$ cat src/sv/shp_pkg.sv
package shp_pkg;

   localparam int PIX_BITS       = 8;
   localparam int WIDTH_BITS     = 12;
   localparam int HEIGHT_BITS    = 16;
   localparam int MAX_WIDTH_DEF  = 2048;
   localparam int MIN_SIZE       = 3;
   localparam int WIDTH_RESET    = 640;
   localparam int HEIGHT_RESET   = 480;
   localparam int SHARPEN_GAIN   = 5;
   localparam int QUEUE_DEPTH    = 4;
   localparam int CSR_DATA_BITS  = 32;
   localparam int CSR_ADDR_BITS  = 3;

   typedef enum logic {
      REG_IMAGE_WIDTH  = 1'b0,
      REG_IMAGE_HEIGHT = 1'b1
   } reg_index_type;

   typedef enum logic {
      BACK_FIRST  = 1'b0,
      BACK_SECOND = 1'b1
   } back_state_type;

   typedef struct packed {
      logic [PIX_BITS-1:0] pixel;
      logic                dual;
      logic                dual_eof;
   } entry_type;

endpackage

$ cat src/sv/shp_queue.sv
module shp_queue #(
   parameter int DEPTH = shp_pkg::QUEUE_DEPTH
) (
   input  logic               clock,
   input  logic               reset,
   input  logic               push,
   input  shp_pkg::entry_type push_data,
   output logic               q_ready,
   input  logic               pop,
   output logic               q_valid,
   output shp_pkg::entry_type head
);
   import shp_pkg::*;

   localparam int PW = (DEPTH > 1) ? $clog2(DEPTH) : 1;
   localparam int NW = $clog2(DEPTH + 1);

   entry_type     slot_ff [DEPTH];
   logic [PW-1:0] wr_ptr_ff, wr_ptr_in, rd_ptr_ff, rd_ptr_in;
   logic [NW-1:0] count_ff, count_in;
   logic          do_push, do_pop;

   assign q_ready = (count_ff != NW'(DEPTH));
   assign q_valid = (count_ff != '0);
   assign head    = slot_ff[rd_ptr_ff];
   assign do_push = push && q_ready;
   assign do_pop  = pop && q_valid;

   always_comb begin
      wr_ptr_in = wr_ptr_ff;
      rd_ptr_in = rd_ptr_ff;
      if (do_push) begin
         wr_ptr_in = (wr_ptr_ff == PW'(DEPTH - 1)) ? '0 : wr_ptr_ff + PW'(1);
      end
      if (do_pop) begin
         rd_ptr_in = (rd_ptr_ff == PW'(DEPTH - 1)) ? '0 : rd_ptr_ff + PW'(1);
      end
      count_in = count_ff + NW'(do_push) - NW'(do_pop);
   end

   always_ff @(posedge clock) begin
      if (reset) begin
         wr_ptr_ff <= '0;
         rd_ptr_ff <= '0;
         count_ff  <= '0;
      end else begin
         wr_ptr_ff <= wr_ptr_in;
         rd_ptr_ff <= rd_ptr_in;
         count_ff  <= count_in;
      end
   end

   always_ff @(posedge clock) begin
      if (do_push) begin
         slot_ff[wr_ptr_ff] <= push_data;
      end
   end

endmodule

$ cat config.mk
export PLATFORM = sky130hd
export DESIGN_NAME = shp_queue
export DESIGN_NICKNAME = d
export VERILOG_FILES = /design/src/sv/shp_pkg.sv /design/src/sv/shp_queue.sv
export SDC_FILE = /design/constraint.sdc
export NUM_CORES = 1
export LEC_CHECK = 0
export BUFFER_PORTS_ARGS = -buffer_cell sky130_fd_sc_hd__buf_2
export CORE_ASPECT_RATIO = 0.5
export CORE_UTILIZATION = 48
export DETAILED_ROUTE_END_ITERATION = 10
export PLACE_DENSITY = 0.73
export RECOVER_POWER = 50
export SETUP_SLACK_MARGIN = 0.4
export SLEW_MARGIN = 20
export SYNTH_ARGS = -nofsm -noshare
export SYNTH_HDL_FRONTEND = slang
export SYNTH_SLANG_ARGS = --single-unit
$ cat constraint.sdc
create_clock -name clock -period 5.8 [get_ports clock]
set_input_delay 1.16 -clock clock [delete_from_list [all_inputs] [get_ports clock]]
set_output_delay 1.16 -clock clock [all_outputs]
set_load 0.05 [all_outputs]
==> key figures <==
Outcome
  • Outcome: finished, final reports clean

Global routing
  • Remaining Overflow, GRT: 0
  • Largest net degree at the start of global routing: 16
  • Initial antenna violation count: 0
  • Global-route wire length before repair: 4170 microns
  • Vias in the first global route: about 840
  • Gr usage total: between 10% and 20%

Power and ir drop
  • Pint: 0.627 mW
  • Pleak: 0.764 nW
  • VDD IR max: between 0.2 and 0.3 mV
  • Power share of the combinational group: roughly 32%
  • Flop pwr share: 48.2%
  • Power Density: roughly 460 nW/um^2
  • Clock power frac: about 20%
  • Switching Power: roughly 0.35 mW
  • Sw Ratio: around 36%

CTS
  • TritonCTS clock tree: built
  • Post-CTS Setup Repair Bufs: 0
  • CTS Buf Count: 5
  • Skew-Pair Late Insertion Delay: just under 0.3 ns
  • Sink Count: 49
  • Hold buffer count at CTS: 0
  • Root Driver: clkbuf_8
  • Resized Gates After CTS: 0
  • Worst-path clk slew: about 0.090 ns
  • H-tree depth: 2
  • Clk buf depth: 2

Timing
  • Worst Tran Pin Value: approximately 0.71 ns
  • Worst Clk Skew: between 0.009 and 0.01 ns
  • Count of final setup violators: 0
  • Post-route minimum period: around 3 ns
  • Fmax: ~320 MHz
  • Max transition margin: between 50% and 60%
  • RSZ-0062 raised after global routing: false
  • Fin. max-slew vios: 0
  • Setup TNS: 0 ns
  • Fin crit share: 53.1%
  • Final Hold Viols: 0

Worst setup path
  • Cells on worst reg2reg path: 10
  • Worst path required time: roughly 4.6 ns
  • CP max FO: 10
  • Crit-path max cell delay: 0.79 ns
  • Reg-to-reg critical path startpoint: count_ff[1]
  • CP Capture Type: output port
  • Levels on crit path: 2
  • Slowest stage cell, crit path: dfxtp_1
  • CP cell instances: mux4_2 > buf_2
  • CP startpoint kind: register
  • Critical path's top delay family: flip-flops
  • CP Class: reg2out
  • Crit path DAT: 1.92 ns
  • Buf/Inv on CP: 1

Logic synthesis
  • Syn Nets: between 100 and 150
  • Warnings, synthesis: 0
  • Seq/Total Area, Yosys: between 70 and 80%
  • Syn Area/Cell: between 15 and 20 sq um
  • Post-Syn Area: 1920 sq um
  • #FFs+latches synth: slightly below 50
  • Cells after Synth: approximately 100
  • Synth cell types: 26

Die
  • Top Ports: 26
  • Core area: between 3000 and 4000 sq um
  • Die height: 46.7 microns
  • Die W: approximately 90 microns
  • Die ar.: between 4000 and 5000 sq um
  • Initial Util: between 50% and 60%
  • Site Rows: 15

Layout
  • Syn-to-layout area delta: 12.3%
  • Cell area after layout: between 2000 and 2500 sq um
  • Layout net count: 151
  • Fillcell total: approximately 280
  • Ratio of cells with drive above 1 in the final layout: a little over a quarter
  • Most frequent cells in the layout: 40 x edfxtp_1, 13 x clkbuf_1, 13 x buf_2, 10 x mux4_2, 9 x dfxtp_1
  • FF/Latch Area: 1380 sq um
  • Number of diodes: 0
  • Area of the multi-input gates: between 400 and 500 sq um
  • Most common cell after layout, fill and taps aside: edfxtp_1
  • Finished Layout Cells: 181

Route
  • Final wirelength: around 2800 microns
  • Routed vias/inst: just over 5
  • Post-DRT Antenna Nets: 0
  • Routed WL per cell: around 15 microns
  • DR vias: 939
  • Initial detailed-routing violation count: 29
  • Drt drc: 0
  • First-pass detailed-route iteration total: 4

Worst hold path
  • Hold Crit Class: reg2reg
  • HP Start: rd_ptr_ff[0]
  • WHS Path Cells: 2

Placement
  • DPL Wire Length: 1800 microns
  • Final GP Congestion: around 0.66
  • Placed insts: 173
  • I/O Buffers: 25
  • Placed instance area: 2080 sq um

Flow run
  • # Max-Cap Violations: 0
## path summary, 6_finish.rpt
path | slack [ns] | endpoint
setup / recovery | 2.72 | head[0]
hold / removal | 0.52 | rd_ptr_ff[0]
setup reg to reg | 3.41 | count_ff[2]
hold reg to reg | 0.52 | rd_ptr_ff[0]
## sequential cells by signal (all words and copies together), names as in the netlist, named ones only
signal     flops
rd_ptr_ff      2
slot_ff       40
wr_ptr_ff      2
count_ff       3
## metal layers
metal,global-route usage (%),routed length (microns),vias to the layer above
met4,5.71,25,0
met3,5.28,118,4
met1,18.6,1340,470
met5,0,0,-
li1,-,-,448
met2,22.1,1280,17
## stage by stage
stage,util [%],setup slack (ns),power [mW],hold WS [ns]
final,59.4,2.72,0.980,0.520
after global routing,59.4,2.61,1.03,0.568
after CTS,59.9,2.68,0.994,0.525
after detailed placement,57.5,2.88,0.803,0.501
after global placement,57.5,2.94,0.798,0.489
after floorplan,-,3.10,0.739,0.463
## cells in the mapped netlist (all sizes together)
master,instances,area (sq um)
edfxtp,40,1200
mux4,10,225
dfxtp,9,180
ha,7,87.6
inv,5,18.8
and3,4,30.0
buf,3,20.0
nor2,3,11.3
or3,3,20.0
a211o,2,17.5
nand2,2,7.51
o21ai,2,10.0
a21oi,1,5.00
and2,1,7.51
clkbuf,1,3.75
fa,1,20.0
mux2i,1,10.0
nand2b,1,6.26
nor2b,1,6.26
nor3,1,5.00
o31ai,1,7.51
or3b,1,8.76
xor2,1,8.76
## worst reg2reg max path: stages, from the launching register on
cell and delay (ns):
dfxtp_1 0.37, or3b_1 0.52, nand2_1 0.15, ha_1 0.23, inv_1 0.05, ha_1 0.13
inv_1 0.04, fa_1 0.36, xor2_1 0.16, and2_2 0.19, nor3_1 0.11
## power by group through the flow
stage	Sequential (mW)	Combinational (mW)	Clock [mW]
5_1_grt	0.480	0.339	0.210
3_5_place_dp	0.482	0.321	0
4_1_cts	0.475	0.322	0.197
6_report	0.472	0.317	0.191
2_1_floorplan	0.455	0.284	0
3_3_place_gp	0.480	0.318	0
## cell families (layout without fill, tap and decap cells)
kind of cell | count (synthesis) | count (layout) | share of synthesized area (%)
buffers and inverters | 9 | 38 | 2.22
AND/OR/NAND/NOR | 17 | 17 | 5.35
multiplexers | 11 | 11 | 12.3
XOR/XNOR | 1 | 1 | 0.457
flip-flops | 49 | 49 | 72.0
AO/OA/AOI/OAI | 6 | 6 | 2.09
adder cells (fa/ha/maj) | 8 | 8 | 5.61
## layout make-up
type,count,share of cell area (%)
clock inverters,2,0.639
clock buffers,6,3.37
inverters,5,0.872
multi-input cells,43,22.9
repair buffers,25,5.11
well taps,51,2.96
flip-flops and latches,49,64.1
Power figures use the tool's default switching activity.
