**config.mk**
```make
export PLATFORM = sky130hd
export DESIGN_NAME = shp_back
export DESIGN_NICKNAME = d
export VERILOG_FILES = /design/src/sv/shp_pkg.sv /design/src/sv/shp_back.sv
export SDC_FILE = /design/constraint.sdc
export NUM_CORES = 1
export LEC_CHECK = 0
export CORE_MARGIN = 1.5
export CORE_UTILIZATION = 35
export CTS_BUF_LIST = sky130_fd_sc_hd__clkbuf_8 sky130_fd_sc_hd__clkbuf_16
export DETAILED_ROUTE_END_ITERATION = 8
export DONT_BUFFER_PORTS = 1
export HOLD_SLACK_MARGIN = 0.05
export PLACE_DENSITY = 0.46
export SKIP_LAST_GASP = 1
export SYNTH_ARGS = -nofsm -noshare
export SYNTH_HDL_FRONTEND = slang
export SYNTH_SLANG_ARGS = --single-unit
export TNS_END_PERCENT = 20
```
**constraint.sdc**
```tcl
create_clock -name clock -period 2.6 [get_ports clock]
set_clock_uncertainty 0.2 [all_clocks]
set_input_delay 0.39 -clock clock [delete_from_list [all_inputs] [get_ports clock]]
set_output_delay 0.39 -clock clock [all_outputs]
set_load 0.03 [all_outputs]
```
**src/sv/shp_pkg.sv**
```systemverilog
package shp_pkg;

   localparam int PIX_BITS       = 8;
   localparam int WIDTH_BITS     = 12;
   localparam int HEIGHT_BITS    = 16;
   localparam int MAX_WIDTH_DEF  = 2048;
   localparam int MIN_SIZE       = 3;
   localparam int WIDTH_RESET    = 640;
   localparam int HEIGHT_RESET   = 480;
   localparam int SHARPEN_GAIN   = 5;
   localparam int QUEUE_DEPTH    = 4;
   localparam int CSR_DATA_BITS  = 32;
   localparam int CSR_ADDR_BITS  = 3;

   typedef enum logic {
      REG_IMAGE_WIDTH  = 1'b0,
      REG_IMAGE_HEIGHT = 1'b1
   } reg_index_type;

   typedef enum logic {
      BACK_FIRST  = 1'b0,
      BACK_SECOND = 1'b1
   } back_state_type;

   typedef struct packed {
      logic [PIX_BITS-1:0] pixel;
      logic                dual;
      logic                dual_eof;
   } entry_type;

endpackage

```
**src/sv/shp_back.sv**
```systemverilog
module shp_back (
   input  logic                         clock,
   input  logic                         reset,
   input  logic                         q_valid,
   input  shp_pkg::entry_type           head,
   output logic                         pop,
   output logic                         rsp_tvalid,
   input  logic                         rsp_tready,
   output logic [shp_pkg::PIX_BITS-1:0] rsp_tdata,
   output logic                         rsp_tlast,
   output logic                         rsp_tuser
);
   import shp_pkg::*;

   back_state_type      state_ff, state_in;
   logic                out_valid_ff, out_valid_in;
   logic [PIX_BITS-1:0] out_pixel_ff, out_pixel_in;
   logic                out_eof_ff, out_eof_in;
   logic                out_lir_ff, out_lir_in;
   logic                load;

   assign load = !out_valid_ff || rsp_tready;

   always_comb begin
      state_in = state_ff;
      if (load && q_valid) begin
         case (state_ff)
            BACK_FIRST:  state_in = head.dual ? BACK_SECOND : BACK_FIRST;
            BACK_SECOND: state_in = BACK_FIRST;
            default:     state_in = BACK_FIRST;
         endcase
      end
   end

   always_comb begin
      pop          = 1'b0;
      out_valid_in = load ? q_valid : out_valid_ff;
      out_pixel_in = out_pixel_ff;
      out_eof_in   = out_eof_ff;
      out_lir_in   = out_lir_ff;
      if (load && q_valid) begin
         case (state_ff)
            BACK_FIRST: begin
               out_pixel_in = head.pixel;
               out_eof_in   = 1'b0;
               out_lir_in   = !head.dual;
               pop          = !head.dual;
            end
            BACK_SECOND: begin
               out_pixel_in = '0;
               out_eof_in   = head.dual_eof;
               out_lir_in   = 1'b1;
               pop          = 1'b1;
            end
            default: begin
               pop = 1'b0;
            end
         endcase
      end
   end

   always_ff @(posedge clock) begin
      if (reset) begin
         state_ff     <= BACK_FIRST;
         out_valid_ff <= 1'b0;
      end else begin
         state_ff     <= state_in;
         out_valid_ff <= out_valid_in;
      end
   end

   always_ff @(posedge clock) begin
      out_pixel_ff <= out_pixel_in;
      out_eof_ff   <= out_eof_in;
      out_lir_ff   <= out_lir_in;
   end

   assign rsp_tvalid = out_valid_ff;
   assign rsp_tdata  = out_pixel_ff;
   assign rsp_tlast  = out_eof_ff;
   assign rsp_tuser  = out_lir_ff;

endmodule

```
==> results of run 1 <==
path summary, 6_finish.rpt:
kind | startpoint | end | slack, ns | depth (start not counted)
worst max register to register | rsp_tvalid | rsp_tdata[5] | 1.29 | 2
worst max-delay path | state_ff | pop | 0.77 | 2
worst min register to register | state_ff | state_ff | 0.42 | 2
worst min-delay path | q_valid | rsp_tvalid | 0.08 | 2
report_power, final:
| part | switching [mW] | internal, mW |
|---|---|---|
| clock | 0.0606 | 0.133 |
| sequential | 0.0313 | 0.226 |
| combinational | 0.0108 | 0.0124 |
synthesized netlist by cell type (all sizes together):
cell / n / area (µm²)
and2: 2 / 15.0
nand2b: 3 / 33.8
buf: 1 / 5.00
and3: 1 / 7.51
nor2b: 8 / 50.1
mux2i: 1 / 10.0
or2: 1 / 6.26
dfxtp: 2 / 40.0
edfxtp: 10 / 300
a21oi: 1 / 5.00
inv: 1 / 3.75
timing repair:
| action | in CTS | in global routing |
|---|---|---|
| hold endpoints to repair | 1 | 0 |
| hold buffers | 1 | 0 |
| endpoints found under the setup margin | 0 | 0 |
area by class of cell:
class / instances / area, µm² / share of cell area [%]
multi-input combinational: 17 / 128 / 23.0
tap: 15 / 18.8 / 3.38
sequential: 12 / 340 / 61.3
inverter: 1 / 3.75 / 0.676
clock buffer: 4 / 55.1 / 9.91
timing repair buffer: 1 / 10.0 / 1.80
critical path, cell delays in order, from the launching register on:
cell	delay (ns)
dfxtp_1	0.52
nand2b_4	0.20
and3_2	0.28
metal layers:
metal  up-vias  part of all wire, %
li1        113                    -
met1       110                   35
met2        15                   54
met3         2                  9.6
met4         0                 0.60
met5         -                    0
sequential cells by signal (all words and copies together), names as in the netlist:
signal,flops
rsp_tuser,1
rsp_tlast,1
state_ff,1
rsp_tdata,8
rsp_tvalid,1
cells by family after synthesis:
family | after synthesis
simple gates | 15
flops | 12
buf+inv | 2
compound gates | 1
mux | 1
through the flow:
stage | setup WS, ns | hold WS, ns | utilization (%) | instance area (µm²)
finish | 0.775 | 0.0783 | 43.2 | 556
global route | 0.706 | 0.0836 | 43.2 | 556
CTS | 0.755 | 0.0725 | 43.2 | 556
detailed placement | 1.01 | 0.262 | 38.2 | 490
global placement | 1.04 | 0.260 | 38.2 | 490
floorplan | 1.15 | 0.259 | - | 477
==> out/qor.yml, run 1 <==
outcome: "finished clean"
post_synth.cell_area_avg_um2: 15.4
numCtsBuffers: 3
dr.pass1.iters: 2
use_met1_pct: 8.16
clock.fmax_mhz: 548
clockBufferDepth: 2
synth_fa_ha_area_share_pct: 0
synth_top_family_by_area: "simple AND/OR/NAND/NOR gates"
antenna_found_initial: 0
worst_ep_arrival_time_ns: 1.24
root_buffer: "clkbuf_8"
cts_sinks: 12
min_period_ns: 1.83
ant_nets: 0
ys_types: 13
setup_viol: 0
post_cts_buffers: 0
grt_use_met2_pct: 16.1
cts_tree: "built"
area_growth_pct: 16.5
synth_compound_area_share_pct: 1.05
wl_um: 668
dp_cells: 45
final_hold_viol_count: 0
power_density_mw_per_mm2: 853
syn_nets: 45
slew_viol_final: 0
drive_gt1_share_pct: 22.9
die_x_um: 39.9
io_pins: 26
fin_tns_setup_ns: 0
start_util_pct: 37.1
dieArea_mm2: 0.00159
grt_start_max_net_pins: 12
nFillCells: 127
num_vias: 240
syn-cell-area_um2: 477
maxCapViolCount: 0
place_congestion: 0.550
grt_use_met3_pct: 5.11
leakage_nw: 0.209
grt.total_usage_pct: 9.57
die_h_um: 39.9
final_cell_mix: "edfxtp_1, nor2b_1, clkbuf_8, nand2b_4, dfxtp_1"
synthCells: 31
crit_fanout: 11
critical_path_required_ns: 2.01
holdCritPathClass: "input port to flip-flop"
wl_per_cell_um: 13.4
io_buffers: 0
antenna_cells: 0
synth.yosys.warnings: 0
final_common_cell: "edfxtp_1"
rsz0062_at_grt: "false"
start_kind: "flip-flop"
h-tree-depth: 1
cp-end-kind: "primary output"
grt_pass1_wl_um: 938
viasPerCell: 4.80
overflow: 0
drtIter0Drc: 1
synth_xor_area_share_pct: 0
finalPower_uw: 474
stdcell_count: 50
grt_pass1_vias: 219
core-area_mm2: 0.00128
clk_pin_slew_ns: 0.05
synth-simple-area-share_pct: 23.6
worstSkewPairLatency_ns: 0.23
synthMuxAreaShare_pct: 2.10
ys_seq_area_share_pct: 71.4
rows: 13
tightest_slew_ns: 0.391
drc: 0
vdd.ir_drop.worst_v: 0.000288
worst-setup-path-type: "flip-flop to primary output"
slew_headroom_pct: 73.9
finalCritPeriodShare_pct: 70.2
final_nets: 50
top_usage_layer: "met2"
synth.ff_latch_count: 12
cts_resized: 0
No activity file was read; power rests on OpenSTA's default activity.
==> inputs of run 2 (changes only) <==
--- a/config.mk
+++ b/config.mk
@@ -11,7 +11,7 @@
 export DETAILED_ROUTE_END_ITERATION = 8
 export DONT_BUFFER_PORTS = 1
 export HOLD_SLACK_MARGIN = 0.05
-export PLACE_DENSITY = 0.46
+export PLACE_DENSITY = 0.48
 export SKIP_LAST_GASP = 1
 export SYNTH_ARGS = -nofsm -noshare
 export SYNTH_HDL_FRONTEND = slang
==> constraint.sdc (replaced) <==
create_clock -name clock -period 1.6 [get_ports clock]
set_clock_uncertainty 0.2 [all_clocks]
set_input_delay 0.24 -clock clock [delete_from_list [all_inputs] [get_ports clock]]
set_output_delay 0.24 -clock clock [all_outputs]
set_load 0.03 [all_outputs]
==> run 2 against run 1 <==
  * Worst setup slack got worse by 0.68 ns
  * First-iteration DRC count grew 100%
  * Die area unchanged
  * Core utilization grew 7.4 points
  * Register-to-register slack got worse by 1.1 ns
==> out/qor.yml, run 2 (synthesis gave the netlist of run 1 again) <==
grt_start_max_net_pins: 12  # unchanged
num_vias: 276  # +15%
wl_um: 798  # +19%
ff2ff_setup_slack_ns: 0.15  # -1.14 ns
critical_path_required_ns: 1.58  # -0.43 ns
place_congestion: 0.537  # -2.2%
stdcell_count: 61  # +22%
path_cells: "dlygate4sd3_1 -> a21oi_1 -> dlygate4sd3_1"
h-tree-depth: 1  # unchanged
area_growth_pct: 36.5
grt_pass1_wl_um: 1190  # +26%
drtIter0Drc: 2  # +1
root_buffer: "clkbuf_8"
largest_reg_flops: 8  # unchanged
cp_common_cell: "dlygate4sd3_1"
dp_cells: 47  # +4.4%
wl_per_cell_um: 13.1  # -2.1%
min_to: "rsp_tdata[1]"
clockBufferDepth: 2  # unchanged
io_buffers: 0  # unchanged
whs_ns: 0.0422  # -0.0361 ns
core-area_mm2: 0.00128  # unchanged
clock.fmax_mhz: 665
r2r_end: "rsp_tuser"
tightest_slew_ns: 0.305  # -0.0861 ns
critPathBufInv: 2  # +2
vdd.ir_drop.worst_v: 0.000624  # +120%
r2r_cells: 2  # unchanged
worst_ep_arrival_time_ns: 1.48  # +0.24 ns
start_kind: "input port"
slew_viol_final: 0  # unchanged
cp-end-kind: "flip-flop"
io_pins: 26  # unchanged
fin_tns_setup_ns: 0  # unchanged
maxCapViolCount: 0  # unchanged
ant_nets: 0  # unchanged
start_util_pct: 37.1  # unchanged
overflow: 0  # unchanged
die_h_um: 39.9  # unchanged
cpMaxStageDelayCell: "dlygate4sd3_1"
rsz0062_at_grt: "false"
grt.total_usage_pct: 12.9  # +3.3 points
reg2reg_from: "state_ff"
die_x_um: 39.9  # unchanged
crit_family: "buffers and inverters"
cts_tree: "built"
clk_pin_slew_ns: 0.05  # about the same
holdPathStages: 1  # -1
drive_gt1_share_pct: 19.6  # -3.3 points
viasPerCell: 4.52  # -5.7%
final_nets: 61  # +22%
min_period_ns: 1.50
setup_viol: 0  # unchanged
cts_sinks: 12  # unchanged
antenna_cells: 0  # unchanged
grt_pass1_vias: 273  # +25%
dieArea_mm2: 0.00159  # unchanged
antenna_found_initial: 0  # unchanged
dr.pass1.iters: 2  # unchanged
crit_fanout: 3  # -8
final_hold_viol_count: 0  # unchanged
leakage_nw: 0.252  # +21%
cts_resized: 0  # unchanged
worstSkewPairLatency_ns: 0.23  # about the same
power_density_mw_per_mm2: 1160  # +36%
cpPeakStageDelay_ns: 0.56  # +0.04 ns
place_hpwl_um: 550
final_cell_mix: "dlygate4sd3_1, edfxtp_1, nor2b_1, clkbuf_8"
holdCritPathClass: "input port to flip-flop"
rows: 13  # unchanged
hp-start: "head[3]"
finalCritPeriodShare_pct: 94.0
outcome: "finished clean"
numCtsBuffers: 3  # unchanged
drc: 0  # unchanged
worst-setup-path-type: "input port to flip-flop"
slew_headroom_pct: 79.7  # +5.8 points
-- run 2: changes by cell type in the layout (fill, tap and decap cells not counted), sizes merged --
cell and delta:
clkbuf -1, buf +2, dlygate4sd3 +9, clkinv +1
-- run 2: final cells by class --
cell class	count	area [µm²]
inverter	1	3.75
clock inverter	1	3.75
clock buffer	3	41.3
timing repair buffer	12	115
multi-input combinational	17	128
fill	122	634
tap	15	18.8
sequential	12	340
-- run 2: worst max-delay path by stage --
stage / start / to / slack [ns] / cells past startpoint
after floorplan: rsp_tvalid / pop / 0.30 / 2
after global placement: state_ff / pop / 0.45 / 2
after detailed placement: state_ff / pop / 0.44 / 2
after CTS: reset / rsp_tvalid / 0.10 / 3
after global routing: reset / rsp_tvalid / 0.03 / 3
final: reset / rsp_tvalid / 0.1 / 3
-- run 2: through the flow --
| step | cell area, µm² | utilization (%) | total power, mW | setup WS (ns) |
|---|---|---|---|---|
| after floorplan | 477 | - | 0.455 | 0.295 |
| after global placement | 505 | 39.3 | 0.464 | 0.447 |
| after detailed placement | 505 | 39.3 | 0.468 | 0.437 |
| after CTS | 651 | 50.6 | 0.761 | 0.104 |
| after global routing | 651 | 50.6 | 0.787 | 0.0277 |
| final | 651 | 50.6 | 0.755 | 0.0967 |
-- run 2: worst register-to-register path: stages, from the launching register on --
cell and delay, ns:
dfxtp_1 0.31, nand2b_4 0.14, dlygate4sd3_1 0.55
-- run 2: report_power, final --
part	switching (mW)	internal, mW
logic	0.0306	0.0396
registers	0.0440	0.367
clock network	0.105	0.169
-- run 2: metal layers --
metal,global-route usage (%),vias to the layer above,routed length (µm)
met1,9.96,121,266
met3,10.8,2,90
li1,-,133,-
met5,0,-,0
met4,5.17,0,7
met2,22.6,20,433
-- run 2: what timing repair did --
action / 4_1_cts / 5_1_grt
hold buffers: 10 / 0
buffers inserted: 0 / 0
endpoints found under the hold margin: 10 / 0
